File: src/rtl/lkhc_ram.sv
// generic single write port, single read port ram with registered read
module lkhc_ram #(
    parameter int WIDTH = 8,
    parameter int DEPTH = 16
) (
    input  logic                     i_clk,
    input  logic                     i_we,
    input  logic [$clog2(DEPTH)-1:0] i_waddr,
    input  logic [WIDTH-1:0]         i_wdata,
    input  logic [$clog2(DEPTH)-1:0] i_raddr,
    output logic [WIDTH-1:0]         o_rdata
);

    logic [WIDTH-1:0] r_mem [DEPTH];
    logic [WIDTH-1:0] r_rdata;

    // write and registered read
    always_ff @(posedge i_clk) begin
        if (i_we) begin
            r_mem[i_waddr] <= i_wdata;
        end
        r_rdata <= r_mem[i_raddr];
    end

    assign o_rdata = r_rdata;

endmodule

File: config.mk
export PLATFORM = sky130hd
export DESIGN_NAME = lkhc_ram
export DESIGN_NICKNAME = d
export VERILOG_FILES = /design/src/rtl/lkhc_ram.sv
export SDC_FILE = /design/constraint.sdc
export NUM_CORES = 1
export LEC_CHECK = 0
export CORE_MARGIN = 4
export CORE_UTILIZATION = 60
export CTS_CLUSTER_SIZE = 16
export DETAILED_ROUTE_END_ITERATION = 16
export DONT_BUFFER_PORTS = 1
export PLACE_DENSITY = 0.76
export SYNTH_ARGS = -nofsm -noshare
export SYNTH_HDL_FRONTEND = slang
export SYNTH_SLANG_ARGS = --single-unit
File: constraint.sdc
create_clock -name i_clk -period 2.6 [get_ports i_clk]
set_input_delay 0.52 -clock i_clk [delete_from_list [all_inputs] [get_ports i_clk]]
set_output_delay 0.52 -clock i_clk [all_outputs]
set_load 0.05 [all_outputs]
* Word-level counts from Yosys, hierarchy flattened *
Memories as Yosys holds them, arrays and structs flattened. A register that Yosys moved wholly into a read port is not among the register bits.
Index checks and enable logic that the tools add are counted.

word-level totals
  flip-flop bits (word level) = 0
  RAM bits = 128
  bits of input ports = 18
  output and inout bits = 8
  memories = 1

cells by class
  mux-type cells = 2

memories
  name   depth  width  read ports  clocked after memory_dff  wr ports  line  RTL
  r_mem  16     8      1           1                         1         14    logic [WIDTH-1:0] r_mem [DEPTH];

operators by type and width
  kind              number
  2-to-1 mux 1 bit  2

* Depth between registers and ports, before layout *
  word-level depth = 2
  depth in mapped cells = 5
  depth with buffers taken out = 3

* Least setup slack after synthesis *
Ideal clock, no wire load.

  path type = input to register
  from = input i_waddr[2]
  to = memory r_mem[0][0], enable pin
  library setup time = 0.383 ns
  arrival = 1.630 ns
  required time = 2.217 ns
  setup slack = 0.587 ns
  stages on the path = 2
  path buffers = 0
  cell sequence = or3b_2 > nor3_1

RTL lines
  item                line  RTL
  start: declaration  8     input logic [$clog2(DEPTH)-1:0] i_waddr,
  end: declaration    14

No word-level cell before the write port.

* Worst setup path in the final report *
  from = register r_rdata[5] (netlist: o_rdata[5]), read port of r_mem
  to = output o_rdata[5]

RTL lines
  item                line  RTL
  start: declaration  15    logic [WIDTH-1:0] r_rdata;
  end: declaration    11    output logic [WIDTH-1:0] o_rdata

No word-level cell between the ends.

==> out/metrics.yaml <==
synth:
  yosysTopAreaCell: "edfxtp_1"
  syn_avg_cell_area_um2: 22.5
  synthDistinctLibCells: 19
  synth_nets: 247
  synth_seq_cells: 136
  syn_area_um2: 5150
  yosys.area.top_type_share: 0.747
  synth.area.top_cells: "edfxtp_1 75%, mux4_2 7.9%, mux4_1 7.1%, dfxtp_1 3.1%, a22oi_1 2.3%"
  ys_seq_area_frac: 0.778
  postSynthCellCount: 229
  yosys_warnings: 0
timing:
  fmax_mhz: 611
  finalCritPeriodShare: 0.629
  relSlewSlack: 0.466
  slew_violations: 0
  rsz0062_at_grt: "false"
  hold_viol: 0
  worst_slew_pin_slew_ns: 0.798
  tns_ns: 0
  fin_crit_ns: 1.64
  worst_clock_skew_ns: 0.00505
  setup_viol: 0
min_path:
  hold_end: "r_mem[5][3]$_DFFE_PP_"
  hp-start: "i_wdata[3]"
  hold_path_class: "in -> reg"
  hold_depth: 0
clock_tree:
  numCtsBuffers: 17
  cts_buffer_depth: 2
  clock_latency_ns: 0.50
  cts-root-buf: "clkbuf_8"
  cts_resized: 0
  htreeDepth: 4
  cts_setup_buffers: 0
  clkSlewWorstSetupHoldPaths_ns: 0.06
  hold_buffers: 0
  clock_sinks: 136
  cts_tree: "yes"
placement:
  post_dp_cell_area_um2: 5250
  dp_hpwl_mm: 5.55
  io_buffers: 0
  globalplace.congestion: 0.712
worst_setup_path:
  rr_endpoint: "o_rdata[3]$_DFF_P_"
  rrSetupSlack_ns: 1.19
  crit_fanout: 1
  worstSetupStartpointType: "flop"
  critical_path.endpoint_type: "output port"
  cp.required_ns: 2.08
  cp.arrival_ns: 1.12
  reg2reg_from: "r_mem[9][3]$_DFFE_PP_"
  rr_worst_depth: 3
  path_class: "reg -> out"
power:
  p_per_area_nw_per_um2: 844
  leakage_nw: 1.91
  power_mw: 4.91
  ir_worst_vdd_v: 0.000624
route:
  drc_errors: 0
  dr.pass1.iters: 5
  vias: 2336
  drt-total-wl_mm: 9.66
  wl_per_cell_um: 26.5
  drtAntennaViolNets: 0
  routed_via_density: 6.42
  drtIter0Drc: 210
floorplanning:
  die_area_um2: 10100
  fp.dieH_um: 101
  placementRows: 33
  initial_utilization: 0.620
  ios: 26
  core_um2: 8300
  fp.dieW_um: 101
final_layout:
  final_area_um2: 5820
  fillCellCount: 478
  nNetsFinal: 264
  final_layout_size_suffix_gt1_frac: 0.208
  diodes: 0
  area_growth_pct: 13.0
global_routing:
  grt_pass1_vias: 2390
  antenna_found_initial: 0
  grt_start_max_net_pins: 33
  grtUsageTotal: 0.214
  grt_first_pass_wirelength_mm: 14.9
  gr-total-overflow: 0
run_status:
  status: "completed"
run:
  max_cap_viol_count: 0
[through the flow]
| step | instances | utilization | setup slack, ns | hold WS [ns] |
|---|---|---|---|---|
| 2_1_floorplan | 229 | - | 0.587 | 0.619 |
| 3_5_place_dp | 332 | 0.633 | 0.674 | 0.620 |
| 4_1_cts | 364 | 0.701 | 0.943 | 0.0957 |
| 3_3_place_gp | 332 | 0.633 | 0.707 | 0.620 |
| 5_1_grt | 364 | 0.701 | 0.922 | 0.0875 |
| 6_report | 364 | 0.701 | 0.964 | 0.111 |
[worst max path at each step]
stage	from	endpoint	cells past startpoint
after floorplan	i_waddr[2]	r_mem[0][0]$_DFFE_PP_	2
after global placement	i_waddr[2]	r_mem[1][0]$_DFFE_PP_	2
after detailed placement	i_waddr[2]	r_mem[1][7]$_DFFE_PP_	2
after CTS	o_rdata[5]$_DFF_P_	o_rdata[5]	0
after global routing	o_rdata[6]$_DFF_P_	o_rdata[6]	0
final	o_rdata[5]$_DFF_P_	o_rdata[5]	0
[state kept, by name (all words and copies together), names as in the netlist]
name     flops
o_rdata      8
r_mem      128
[cell usage after synthesis]
cell type / n
edfxtp_1: 128
mux4_2: 18
a22oi_1: 16
mux4_1: 14
nor2_1: 13
nand2_1: 9
dfxtp_1: 8
nor3_1: 4
buf_2: 3
buf_6: 3
clkdlybuf4s25_2: 3
nand2b_1: 2
nand3b_1: 2
and2_1: 1
and2b_1: 1
buf_4: 1
nand3_1: 1
nor2b_1: 1
or3b_2: 1
[cells by family after synthesis]
| kind of cell | share of synthesized area |
|---|---|
| compound gates | 0.0233 |
| buf+inv | 0.0168 |
| simple gates | 0.0318 |
| flops | 0.778 |
| mux | 0.150 |
[cell type report]
type / instances / area, µm² / area share
clock buffer: 23 / 467 / 0.0802
sequential: 136 / 4000 / 0.688
tap: 105 / 131 / 0.0226
clock inverter: 9 / 97.6 / 0.0168
multi-input combinational: 83 / 1060 / 0.182
timing repair buffer: 8 / 60.1 / 0.0103
[cell usage in the layout (no fill, tap or decap)]
cell type	count
edfxtp_1	128
mux4_2	18
a22oi_1	16
clkbuf_16	16
mux4_1	14
nor2_1	13
nand2_1	9
dfxtp_1	8
buf_4	8
nor3_1	4
clkbuf_8	4
clkbuf_1	3
clkinv_2	3
nand3b_1	2
nand2b_1	2
clkinvlp_4	2
clkinv_1	2
bufinv_16	2
nor2b_1	1
and2_1	1
and2b_1	1
nand3_1	1
or3b_2	1
[metal layers]
metal / vias up / part of all wire / global-route usage
li1: 1004 / - / -
met1: 1179 / 0.39 / 0.306
met5: - / 0 / 0
met3: 9 / 0.11 / 0.0637
met2: 144 / 0.49 / 0.321
met4: 0 / 0.016 / 0.0746
[where the power goes]
part | switching [mW] | internal [mW] | total, mW | leakage [nW]
Combinational | 0.0609 | 0.0718 | 0.133 | 0.413
Sequential | 0.0667 | 2.45 | 2.52 | 1.22
Clock | 0.826 | 1.43 | 2.25 | 0.273
Note: power is estimated with default switching activity, not from simulation.
